`src/design/mdd_pkg.sv`:
```
// shared types and constants for the masked depth deprojection unit
// command and status words between controller and datapath, register indexes, reset values
// no dependencies
package mdd_pkg;

  // default counter width, legal range 8 to 14
  localparam int COORD_BITS_DEF = 12;

  // field widths
  localparam int DEPTH_W   = 16;
  localparam int MASK_W    = 8;
  localparam int SIZE_W    = 13;
  localparam int CENTER_W  = 16;
  localparam int INV_W     = 25;
  localparam int XY_W      = 37;
  localparam int Z_W       = 24;
  localparam int CFG_IDX_W = 3;
  localparam int CFG_W     = 25;

  // reciprocal is multiplied in two slices: low bits, then the rest
  localparam int INV_LO_W = 12;

  // product scale: Q4 * Q24 = Q28, result in Q8
  localparam int OUT_SHIFT = 20;

  localparam logic [MASK_W-1:0] MASK_OBJECT = 8'hFF;
  localparam logic [XY_W-1:0]   XY_MAX      = 37'h0F_FFFF_FFFF;
  localparam logic [XY_W:0]     XY_NEG_LIM  = 38'h10_0000_0000;

  // register indexes
  localparam logic [CFG_IDX_W-1:0] REG_IMAGE_WIDTH   = 3'd0;
  localparam logic [CFG_IDX_W-1:0] REG_IMAGE_HEIGHT  = 3'd1;
  localparam logic [CFG_IDX_W-1:0] REG_CENTER_COL_Q4 = 3'd2;
  localparam logic [CFG_IDX_W-1:0] REG_CENTER_ROW_Q4 = 3'd3;
  localparam logic [CFG_IDX_W-1:0] REG_INV_FOCAL_COL = 3'd4;
  localparam logic [CFG_IDX_W-1:0] REG_INV_FOCAL_ROW = 3'd5;

  // register reset values
  localparam logic [SIZE_W-1:0]   IMAGE_WIDTH_RST   = 13'd640;
  localparam logic [SIZE_W-1:0]   IMAGE_HEIGHT_RST  = 13'd480;
  localparam logic [CENTER_W-1:0] CENTER_COL_RST    = 16'd5022;
  localparam logic [CENTER_W-1:0] CENTER_ROW_RST    = 16'd3945;
  localparam logic [INV_W-1:0]    INV_FOCAL_COL_RST = 25'd27202;
  localparam logic [INV_W-1:0]    INV_FOCAL_ROW_RST = 25'd27188;

  typedef struct packed {
    logic accept;    // latch the incoming word, advance raster counters
    logic mul_md;    // offset magnitude times depth
    logic mul_lo;    // times low slice of reciprocal
    logic mul_hi;    // times high slice of reciprocal, low product to accumulator
    logic acc_add;   // fold in high product
    logic load_out;  // round, saturate and fill the output register
  } mdd_cmd_t;

  typedef struct packed {
    logic out_free;  // output register empty or being drained this cycle
  } mdd_status_t;

endpackage

```
`src/design/mdd_ctrl.sv`:
```
// sequencing state machine for the masked depth deprojection unit
// depends on mdd_pkg for the command and status words
module mdd_ctrl
  import mdd_pkg::*;
(
  input  logic        clk,
  input  logic        rst,
  input  logic        in_valid,
  output logic        in_stall,
  input  mdd_status_t status,
  output mdd_cmd_t    cmd
);

  localparam logic [2:0] ST_IDLE = 3'd0;
  localparam logic [2:0] ST_MD   = 3'd1;
  localparam logic [2:0] ST_LO   = 3'd2;
  localparam logic [2:0] ST_HI   = 3'd3;
  localparam logic [2:0] ST_ACC  = 3'd4;
  localparam logic [2:0] ST_RND  = 3'd5;

  logic [2:0] state;
  logic [2:0] state_next;

  always_comb begin
    cmd        = '0;
    state_next = state;
    unique case (state)
      ST_IDLE: begin
        if (in_valid) begin
          cmd.accept = 1'b1;
          state_next = ST_MD;
        end
      end
      ST_MD: begin
        cmd.mul_md = 1'b1;
        state_next = ST_LO;
      end
      ST_LO: begin
        cmd.mul_lo = 1'b1;
        state_next = ST_HI;
      end
      ST_HI: begin
        cmd.mul_hi = 1'b1;
        state_next = ST_ACC;
      end
      ST_ACC: begin
        cmd.acc_add = 1'b1;
        state_next  = ST_RND;
      end
      ST_RND: begin
        // wait here until the output register can take the word
        if (status.out_free) begin
          cmd.load_out = 1'b1;
          state_next   = ST_IDLE;
        end
      end
      default: begin
        state_next = ST_IDLE;
      end
    endcase
  end

  always_ff @(posedge clk) begin
    if (rst) begin
      state <= ST_IDLE;
    end else begin
      state <= state_next;
    end
  end

  assign in_stall = (state != ST_IDLE);

endmodule

```
`src/design/mdd_dpath.sv`:
```
// datapath for the masked depth deprojection unit: raster counters,
// per-axis multiplier and accumulator, rounding and output register
// depends on mdd_pkg
module mdd_dpath
  import mdd_pkg::*;
#(
  parameter int COORD_BITS = COORD_BITS_DEF
) (
  input  logic                       clk,
  input  logic                       rst,
  input  mdd_cmd_t                   cmd,
  output mdd_status_t                status,
  input  logic [SIZE_W-1:0]          image_width,
  input  logic [SIZE_W-1:0]          image_height,
  input  logic [CENTER_W-1:0]        center_col_q4,
  input  logic [CENTER_W-1:0]        center_row_q4,
  input  logic [INV_W-1:0]           inv_focal_col,
  input  logic [INV_W-1:0]           inv_focal_row,
  input  logic [DEPTH_W-1:0]         depth_mm,
  input  logic [MASK_W-1:0]          mask_value,
  output logic                       out_valid,
  input  logic                       out_stall,
  output logic                       point_valid,
  output logic signed [XY_W-1:0]     point_x,
  output logic signed [XY_W-1:0]     point_y,
  output logic [Z_W-1:0]             point_z,
  output logic                       frame_last
);

  localparam int MAG_W = (COORD_BITS + 4 > CENTER_W) ? COORD_BITS + 4 : CENTER_W;
  localparam int MD_W  = MAG_W + DEPTH_W;
  localparam int PW    = MD_W + DEPTH_W;
  localparam int ACC_W = MD_W + INV_W;
  localparam int RW    = ACC_W + 1 - OUT_SHIFT;
  localparam int HI_W  = INV_W - INV_LO_W;
  localparam logic [31:0] SIZE_MAX = 32'd1 << COORD_BITS;
  localparam logic [ACC_W:0] HALF  = (ACC_W+1)'(1) << (OUT_SHIFT - 1);

  // round to nearest with ties toward plus infinity, saturate to 37 bits
  function automatic logic [XY_W-1:0] round_sat(input logic [ACC_W-1:0] acc,
                                                input logic neg);
    logic [ACC_W:0] sum;
    logic [RW-1:0]  r;
    logic [XY_W-1:0] res;
    sum = {1'b0, acc} + (neg ? (HALF - (ACC_W+1)'(1)) : HALF);
    r   = sum[ACC_W:OUT_SHIFT];
    if (!neg) begin
      res = (r > RW'(XY_MAX)) ? XY_MAX : r[XY_W-1:0];
    end else begin
      if (r > RW'(XY_NEG_LIM)) begin
        r = RW'(XY_NEG_LIM);
      end
      res = XY_W'(0) - r[XY_W-1:0];
    end
    return res;
  endfunction

  // raster position
  logic [COORD_BITS-1:0] col_count;
  logic [COORD_BITS-1:0] row_count;
  logic [COORD_BITS-1:0] col_lim;
  logic [COORD_BITS-1:0] row_lim;
  logic [31:0]           w_m1;
  logic [31:0]           h_m1;
  logic                  col_last;
  logic                  row_last;

  // captured word
  logic [DEPTH_W-1:0] d_reg;
  logic               valid_reg;
  logic               last_reg;
  logic               neg_x;
  logic               neg_y;
  logic [MAG_W-1:0]   mag_x;
  logic [MAG_W-1:0]   mag_y;

  // pixel position and center at accept time, for the offset magnitudes
  logic [MAG_W-1:0] pos_x;
  logic [MAG_W-1:0] pos_y;
  logic [MAG_W-1:0] cen_x;
  logic [MAG_W-1:0] cen_y;

  // multiply and accumulate
  logic [MD_W-1:0]    md_x;
  logic [MD_W-1:0]    md_y;
  logic [PW-1:0]      prod_x;
  logic [PW-1:0]      prod_y;
  logic [ACC_W-1:0]   acc_x;
  logic [ACC_W-1:0]   acc_y;
  logic [MD_W-1:0]    mul_a_x;
  logic [MD_W-1:0]    mul_a_y;
  logic [DEPTH_W-1:0] mul_b_x;
  logic [DEPTH_W-1:0] mul_b_y;
  logic [PW-1:0]      mul_x;
  logic [PW-1:0]      mul_y;

  // a size of zero or above the counter range wraps at the full range
  assign w_m1 = 32'(image_width) - 32'd1;
  assign h_m1 = 32'(image_height) - 32'd1;
  assign col_lim = (image_width == '0 || 32'(image_width) > SIZE_MAX) ? '1 :
                   w_m1[COORD_BITS-1:0];
  assign row_lim = (image_height == '0 || 32'(image_height) > SIZE_MAX) ? '1 :
                   h_m1[COORD_BITS-1:0];
  assign col_last = (col_count == col_lim);
  assign row_last = (row_count == row_lim);

  assign pos_x = MAG_W'({col_count, 4'b0000});
  assign pos_y = MAG_W'({row_count, 4'b0000});
  assign cen_x = MAG_W'(center_col_q4);
  assign cen_y = MAG_W'(center_row_q4);

  always_ff @(posedge clk) begin
    if (rst) begin
      col_count <= '0;
      row_count <= '0;
    end else if (cmd.accept) begin
      if (col_last) begin
        col_count <= '0;
        row_count <= row_last ? '0 : row_count + 1'b1;
      end else begin
        col_count <= col_count + 1'b1;
      end
    end
  end

  always_ff @(posedge clk) begin
    if (cmd.accept) begin
      d_reg     <= depth_mm;
      valid_reg <= (mask_value == MASK_OBJECT) && (depth_mm != '0);
      last_reg  <= col_last && row_last;
      neg_x     <= cen_x > pos_x;
      neg_y     <= cen_y > pos_y;
      mag_x     <= (cen_x > pos_x) ? cen_x - pos_x : pos_x - cen_x;
      mag_y     <= (cen_y > pos_y) ? cen_y - pos_y : pos_y - cen_y;
    end
  end

  // operand select for the one multiplier of each axis
  always_comb begin
    mul_a_x = md_x;
    mul_a_y = md_y;
    if (cmd.mul_md) begin
      mul_a_x = MD_W'(mag_x);
      mul_a_y = MD_W'(mag_y);
      mul_b_x = d_reg;
      mul_b_y = d_reg;
    end else if (cmd.mul_lo) begin
      mul_b_x = DEPTH_W'(inv_focal_col[INV_LO_W-1:0]);
      mul_b_y = DEPTH_W'(inv_focal_row[INV_LO_W-1:0]);
    end else begin
      mul_b_x = DEPTH_W'(inv_focal_col[INV_W-1 -: HI_W]);
      mul_b_y = DEPTH_W'(inv_focal_row[INV_W-1 -: HI_W]);
    end
  end

  assign mul_x = PW'(mul_a_x) * PW'(mul_b_x);
  assign mul_y = PW'(mul_a_y) * PW'(mul_b_y);

  always_ff @(posedge clk) begin
    if (cmd.mul_md) begin
      md_x <= mul_x[MD_W-1:0];
      md_y <= mul_y[MD_W-1:0];
    end
    if (cmd.mul_lo) begin
      prod_x <= mul_x;
      prod_y <= mul_y;
    end
    if (cmd.mul_hi) begin
      acc_x  <= ACC_W'(prod_x);
      acc_y  <= ACC_W'(prod_y);
      prod_x <= mul_x;
      prod_y <= mul_y;
    end
    if (cmd.acc_add) begin
      acc_x <= acc_x + (ACC_W'(prod_x) << INV_LO_W);
      acc_y <= acc_y + (ACC_W'(prod_y) << INV_LO_W);
    end
  end

  // output register
  assign status.out_free = !out_valid || !out_stall;

  always_ff @(posedge clk) begin
    if (rst) begin
      out_valid <= 1'b0;
    end else if (cmd.load_out) begin
      out_valid <= 1'b1;
    end else if (!out_stall) begin
      out_valid <= 1'b0;
    end
  end

  always_ff @(posedge clk) begin
    if (cmd.load_out) begin
      point_valid <= valid_reg;
      frame_last  <= last_reg;
      point_x     <= valid_reg ? $signed(round_sat(acc_x, neg_x)) : '0;
      point_y     <= valid_reg ? $signed(round_sat(acc_y, neg_y)) : '0;
      point_z     <= valid_reg ? {d_reg, 8'h00} : '0;
    end
  end

endmodule

```
`src/design/masked_depth_deprojection_unit.sv`:
```
// masked depth deprojection unit, top level
// holds the configuration registers, joins mdd_ctrl and mdd_dpath; uses mdd_pkg
//
// usage:
// - input channel: in_valid / in_stall carry one depth pixel word (depth_mm, mask_value)
//   in raster order; a word is taken at a clock edge with in_valid high and in_stall low
// - output channel: out_valid / out_stall carry one point word per pixel: point_valid,
//   point_x / point_y (signed, 1/256 mm), point_z (1/256 mm) and frame_last
// - order: a taken pixel passes ST_MD, ST_LO, ST_HI, ST_ACC, ST_RND, and its point word
//   enters the output register as ST_RND ends; no pixel is taken before that load;
//   each axis has one 32 by 16 multiplier that runs offset times depth, then the two
//   slices of the 25-bit reciprocal, then the accumulate and the rounding step
// - the output register lets the next pixel in while a point still waits to be taken;
//   when the receiver stalls, the finished point holds in the rounding step and
//   in_stall stays high until the output register frees
// - reset: raster counters to zero, registers to their defaults, output empty
// - configuration writes through cfg_write_en / cfg_index / cfg_data, only while idle;
//   unknown indexes are dropped
module masked_depth_deprojection_unit
  import mdd_pkg::*;
#(
  parameter int COORD_BITS = COORD_BITS_DEF
) (
  input  logic                   clk,
  input  logic                   rst,
  // configuration
  input  logic                   cfg_write_en,
  input  logic [CFG_IDX_W-1:0]   cfg_index,
  input  logic [CFG_W-1:0]       cfg_data,
  // pixel words in
  input  logic                   in_valid,
  output logic                   in_stall,
  input  logic [DEPTH_W-1:0]     depth_mm,
  input  logic [MASK_W-1:0]      mask_value,
  // point words out
  output logic                   out_valid,
  input  logic                   out_stall,
  output logic                   point_valid,
  output logic signed [XY_W-1:0] point_x,
  output logic signed [XY_W-1:0] point_y,
  output logic [Z_W-1:0]         point_z,
  output logic                   frame_last
);

  logic [SIZE_W-1:0]   image_width;
  logic [SIZE_W-1:0]   image_height;
  logic [CENTER_W-1:0] center_col_q4;
  logic [CENTER_W-1:0] center_row_q4;
  logic [INV_W-1:0]    inv_focal_col;
  logic [INV_W-1:0]    inv_focal_row;

  mdd_cmd_t    cmd;
  mdd_status_t status;

  // register file, write only
  always_ff @(posedge clk) begin
    if (rst) begin
      image_width   <= IMAGE_WIDTH_RST;
      image_height  <= IMAGE_HEIGHT_RST;
      center_col_q4 <= CENTER_COL_RST;
      center_row_q4 <= CENTER_ROW_RST;
      inv_focal_col <= INV_FOCAL_COL_RST;
      inv_focal_row <= INV_FOCAL_ROW_RST;
    end else if (cfg_write_en) begin
      unique case (cfg_index)
        REG_IMAGE_WIDTH:   image_width   <= cfg_data[SIZE_W-1:0];
        REG_IMAGE_HEIGHT:  image_height  <= cfg_data[SIZE_W-1:0];
        REG_CENTER_COL_Q4: center_col_q4 <= cfg_data[CENTER_W-1:0];
        REG_CENTER_ROW_Q4: center_row_q4 <= cfg_data[CENTER_W-1:0];
        REG_INV_FOCAL_COL: inv_focal_col <= cfg_data[INV_W-1:0];
        REG_INV_FOCAL_ROW: inv_focal_row <= cfg_data[INV_W-1:0];
        default: begin
          // index beyond the list, dropped
        end
      endcase
    end
  end

  // sequencer: one pixel at a time through the multiply steps
  mdd_ctrl u_ctrl (
    .clk      (clk),
    .rst      (rst),
    .in_valid (in_valid),
    .in_stall (in_stall),
    .status   (status),
    .cmd      (cmd)
  );

  // counters, arithmetic and output register
  mdd_dpath #(
    .COORD_BITS (COORD_BITS)
  ) u_dpath (
    .clk           (clk),
    .rst           (rst),
    .cmd           (cmd),
    .status        (status),
    .image_width   (image_width),
    .image_height  (image_height),
    .center_col_q4 (center_col_q4),
    .center_row_q4 (center_row_q4),
    .inv_focal_col (inv_focal_col),
    .inv_focal_row (inv_focal_row),
    .depth_mm      (depth_mm),
    .mask_value    (mask_value),
    .out_valid     (out_valid),
    .out_stall     (out_stall),
    .point_valid   (point_valid),
    .point_x       (point_x),
    .point_y       (point_y),
    .point_z       (point_z),
    .frame_last    (frame_last)
  );

endmodule

```
`config.mk`:
```
export PLATFORM = sky130hd
export DESIGN_NAME = masked_depth_deprojection_unit
export DESIGN_NICKNAME = d
export VERILOG_FILES = /design/src/design/mdd_pkg.sv /design/src/design/mdd_ctrl.sv /design/src/design/mdd_dpath.sv /design/src/design/masked_depth_deprojection_unit.sv
export SDC_FILE = /design/constraint.sdc
export NUM_CORES = 2
export LEC_CHECK = 0
export BUFFER_PORTS_ARGS = -buffer_cell sky130_fd_sc_hd__buf_4
export CORE_ASPECT_RATIO = 1.75
export CORE_UTILIZATION = 35
export CTS_BUF_LIST = sky130_fd_sc_hd__clkbuf_2
export CTS_CLUSTER_SIZE = 20
export DETAILED_ROUTE_END_ITERATION = 10
export SYNTH_ARGS = -nofsm -noshare
export SYNTH_HDL_FRONTEND = slang
export SYNTH_SLANG_ARGS = --single-unit
```
`constraint.sdc`:
```
create_clock -name clk -period 22.7 [get_ports clk]
set_clock_uncertainty 0.05 [all_clocks]
set_input_delay 4.54 -clock clk [delete_from_list [all_inputs] [get_ports clk]]
set_output_delay 4.54 -clock clk [all_outputs]
set_load 0.03 [all_outputs]
```
# == Word level (Yosys, flattened, before mapping) ==
# Index checks and enable logic that the tools add are counted.
# classes
add_sub_neg,14
mul,2
order_cmp,8
eq_ne,16
mux,45
reduce_logical,23
# op_table
cell,count
$mux 37,10
$mux 57,4
$mux 48,4
$add 57x20->58,2
$add 57x57->57,2
$mul 32x16->48,2
$gt 38x36->1 const B,2
$gt 38x37->1 const B,2
$sub 1x37->37 const A,2
$mux 16,4
$mux 32,2
$sub 16x16->16,4
$mux 12,4
$mux 20,2
$gt 16x16->1,2
$gt 13x13->1 const B,2
$logic_not 13->1,2
$mux 13,2
$add 12x1->12 const B,2
$eq 12x12->1,2
$sub 12x1->12 const B,2
$pmux 3 s6,1
$reduce_and 2->1,8
$reduce_bool 16->1,1
other kinds (14),38
# totals
ff_bits,562
in_bits,57
elab_cells,137

# == Depth between registers and ports, before layout ==
# depth
depth_word,8
depth_mapped,35
depth_no_buf,31

# == Modules after synthesis ==
# A second synthesis with hierarchy kept.
# hier_totals
cells_unflattened,6846
area_unflattened_um2,65034.9
# modules_own_cells
module,n_inst,cells_per_inst,area_per_inst_um2,seq_area_each_um2
mdd_dpath,1,6419,60535.6,13052.5
masked_depth_deprojection_unit,1,403,4294.1,2162.1
mdd_ctrl,1,24,205.2,60.1

# == Worst setup path before layout ==
# No wires, ideal clock.
# synth_timing
kind,register to register
start,register u_ctrl.state[1]
end,"register u_dpath.prod_y[45], data pin"
setup_time_ns,0.258
t_arrival_ns,12.976
required_ns,22.392
setup_slack_ns,9.416
stages_incl_launch_ff,32
n_path_buf,4
cell_sequence,dfxtp_1 -> clkbuf_1 -> nor2b_1 -> nor2b_1 -> clkbuf_1 -> clkbuf_1 -> mux2i_1 -> nand2_1 -> o21ai_1 -> clkbuf_1 -> nor2_1 -> fa_1 -> inv_1 -> fa_1 -> fa_1 -> inv_1 -> fa_1 -> fa_1 -> inv_1 -> fa_1 -> inv_1 -> ha_1 -> a2111oi_0 -> nor2_1 -> a221o_1 -> a31oi_1 -> nor4_1 -> o21ai_0 -> a31oi_1 -> a2111oi_0 -> nor2_1 -> xnor2_1
# synth_via
elab_chain_cells,7
# synth_lines
item,line_no,rtl
from (decl),mdd_ctrl.sv:21,logic [2:0] state;
from (signal assigned),mdd_ctrl.sv:67,state <= state_next;
$eq 3x2->1,mdd_ctrl.sv:27,unique case (state)
$mux 1,mdd_ctrl.sv:27,
$mux 13,mdd_dpath.sv:147,end else if (cmd.mul_lo) begin
$mux 16,mdd_dpath.sv:142,if (cmd.mul_md) begin
$mul 32x16->48 (*),mdd_dpath.sv:157,assign mul_y = PW'(mul_a_y) * PW'(mul_b_y);
net u_dpath.mul_y[45],mdd_dpath.sv:95,logic [PW-1:0] mul_y;
$mux 48,mdd_dpath.sv:164,if (cmd.mul_lo) begin
$mux 48 (*),mdd_dpath.sv:168,if (cmd.mul_hi) begin
to (signal assigned),mdd_dpath.sv:166,prod_y <= mul_y;
to (signal assigned),mdd_dpath.sv:172,prod_y <= mul_y;
to (decl),mdd_dpath.sv:87,logic [PW-1:0] prod_y;
# Mark *: on every way through the listed nets, which the timed path passes. The rest lies on a longest branch. The select of a mux whose other input is x is not followed.
# A chain may end at the register's enable or synchronous reset.

# == Final worst setup path ==
# layout_timing
start,register u_ctrl.state[0]
end,"register u_dpath.prod_y[45], data pin"
# The elaborated chain is that of the path after synthesis.

==> results.ini <==
[timing]
setup_viol = 0
drv_slew = 0
hold_violations = 0
fmax_mhz = 91.0
finalSetupTns_ns = 0
tightestPinTransition_ns = 1.44
slew_headroom = 0.0109
rsz0062_at_grt = no
period_share = 0.484
min_period_ns = 10.99

[synthesis]
netlist_area_sq_um = 64900
syn_inst = 7214
ys_seq_area_frac = 0.235
synth_top_family_by_area = adder cells
async_flop_share = 0
avgSynthCellArea_sq_um = 8.99
synth_largest_area_cell = fa_1
synthXorXnorAreaFrac = 0.0417
ys_top_cells_by_area = fa_1, edfxtp_1, ha_1
synthAdderAreaFrac = 0.340
synth-compound-area-share = 0.112
synth_warnings = 0
synthSimpleGateAreaFrac = 0.180
synth_ff_type = edfxtp_1
synth_cell_types = 92
synthMuxAreaShare = 0.0156
ys_seq_elements = 554
synth_edf_count = 418
yosys.area.top_type_share = 0.259

[clock_network]
clk_latency_ns = 1.38
cts_tree = built
numCtsBuffers = 144
cts-htree-levels = 4
post-cts-setup-buffer-count = 0
cts-resized-gates = 0
cts_buffer_depth = 4
cts_root_buf = clkbuf_2
cts_sinks = 554
cts_hold_buffers = 0
clkTransAtPathRegs_ns = 0.11

[floorplan]
initial_core_util = 0.353
row_count = 208
die_x_um = 327
io_pins = 159
die_h_um = 572
dieArea_sq_um = 187000
core_sq_um = 184000

[cells_and_area]
fin_util = 0.382
area.growth.synth_to_final_pct = 8.22
nets = 8706
drive_gt1_frac = 0.0707
filler_cell_count = 18800
top_regs = u_dpath.acc_x x57, u_dpath.acc_y x57
design_area_sq_um = 70200
layout_common_cells = nand2_1, inv_1, fa_1, nor2_1
layout_commonest_cell = nand2_1

[drt]
drt_iter0_markers = 3156
ant_nets = 0
wire_per_inst_um = 19.7
num_vias = 52100
viasPerCell = 5.25
dr.pass1.iters = 7
drc = 0
drt_wl_total_mm = 196

[placed_design]
place_area_sq_um = 68800
place_congestion = 0.955
dp_hpwl_mm = 158
portBuffers = 150

[critical_path]
ff2ff_path_depth = 27
path_class = reg -> reg
critPathArrivalTime_ns = 12.05
required_ns = 23.76
cp-end-kind = flip-flop
path_max_fanout = 140
startpoint_type = flip-flop

[global_routing]
use_met3 = 0.0274
met2_usage = 0.375
grt_pass1_wl_mm = 305
met1_usage = 0.238
grt_pass1_vias = 54900
grt_overflow = 0
grt_busiest_layer = met2
grt_usage = 0.210
antenna_found_initial = 11
grt_max_degree = 141

[min_path]
worstHoldPathType = reg -> reg
hold_depth = 2

[outcome]
violations = capacitance limit
status = complete, but fails checks

[job]
cap_viol_max_count = 1

[cell families after synthesis]
logic type	after synthesis
adders and majority gates	1258
xor gates and xnor gates	306
muxes	98
AOI/OAI and AO/OA	1139
buffers and inverters	1283
other	2
and+or+nand+nor	2574
DFF	554
[Yosys cell counts (12+ instances only)]
master,count
a2111oi_0,12
a211o_1,16
a211oi_1,45
a21o_1,117
a21oi_1,355
a221oi_1,15
a311oi_1,15
a31o_2,12
a31oi_1,38
and2_1,128
and3_1,155
and4_1,16
buf_1,40
clkbuf_1,219
dfxtp_1,136
edfxtp_1,418
fa_1,840
ha_1,418
inv_1,1004
mux2_2,23
mux2i_1,75
nand2_1,1181
nand2b_1,67
nand3_1,122
nand3b_1,34
nand4_1,61
nor2_1,542
nor2b_1,49
nor3_1,97
nor3b_1,13
nor4_1,25
o211ai_1,26
o21a_1,38
o21ai_0,257
o21ai_1,17
o21bai_1,25
o31ai_1,32
or2_2,26
or3_1,28
or4_1,13
xnor2_1,189
xor2_1,115
[critical path, cell delays in order (launching register included)]
cell and delay [ns]:
dfxtp_1 0.65, nand2_4 0.52, inv_6 0.83, buf_4 0.76, buf_4 0.59, nand2_1 0.11
nand2_1 0.29, nand2_1 0.13, fa_1 0.59, fa_1 0.43, fa_1 0.51, inv_1 0.05
fa_1 0.50, fa_1 0.55, inv_1 0.05, fa_1 0.52, inv_1 0.04, ha_1 0.36
a2111oi_0 0.81, nor2_1 0.11, a221o_1 0.37, a31oi_1 0.34, nor4_1 0.12, o21ai_0 0.21
a31oi_1 0.24, a2111oi_0 0.68, nor2_1 0.13, xnor2_1 0.15
[layout make-up]
cell class                      instances  area (sq um)  share of cell area
Antenna cell                            5          12.5            0.000178
Timing Repair Buffer                  206          1550              0.0220
Tap cell                             2415          3020              0.0430
Clock buffer                          200          1000              0.0143
Clock inverter                         48           359             0.00511
Inverter                             1006          3780              0.0538
Sequential cell                       554         15300               0.218
Multi-Input combinational cell       5479         45200               0.644
[per-layer routing]
layer	share of wire	routed length [um]	up-vias
met2	0.51	99500	1681
met5	0.00039	76	-
li1	-	-	24100
met3	0.052	10200	602
met1	0.38	74000	25700
met4	0.061	12000	10
[final timing paths]
check                            end  slack [ns]                from
setup / recovery  u_dpath.prod_y[45]       11.71     u_ctrl.state[0]
hold / removal     u_dpath.acc_x[45]        0.38  u_dpath.prod_x[45]
setup reg to reg  u_dpath.prod_y[45]       11.71     u_ctrl.state[0]
hold reg to reg    u_dpath.acc_x[45]        0.38  u_dpath.prod_x[45]
[stage by stage]
step / std cells / hold slack [ns] / setup WS, ns
4_1_cts: 9908 / 0.394 / 11.81
3_3_place_gp: 9660 / 0.373 / 11.85
5_1_grt: 9910 / 0.426 / 10.97
3_5_place_dp: 9660 / 0.393 / 11.77
6_report: 9913 / 0.384 / 11.71
2_1_floorplan: 7316 / 0.350 / 9.42
Power is left out: the tool's default activity adds up to more than one toggle a clock period on the data nets, which glitch-free logic cannot reach.
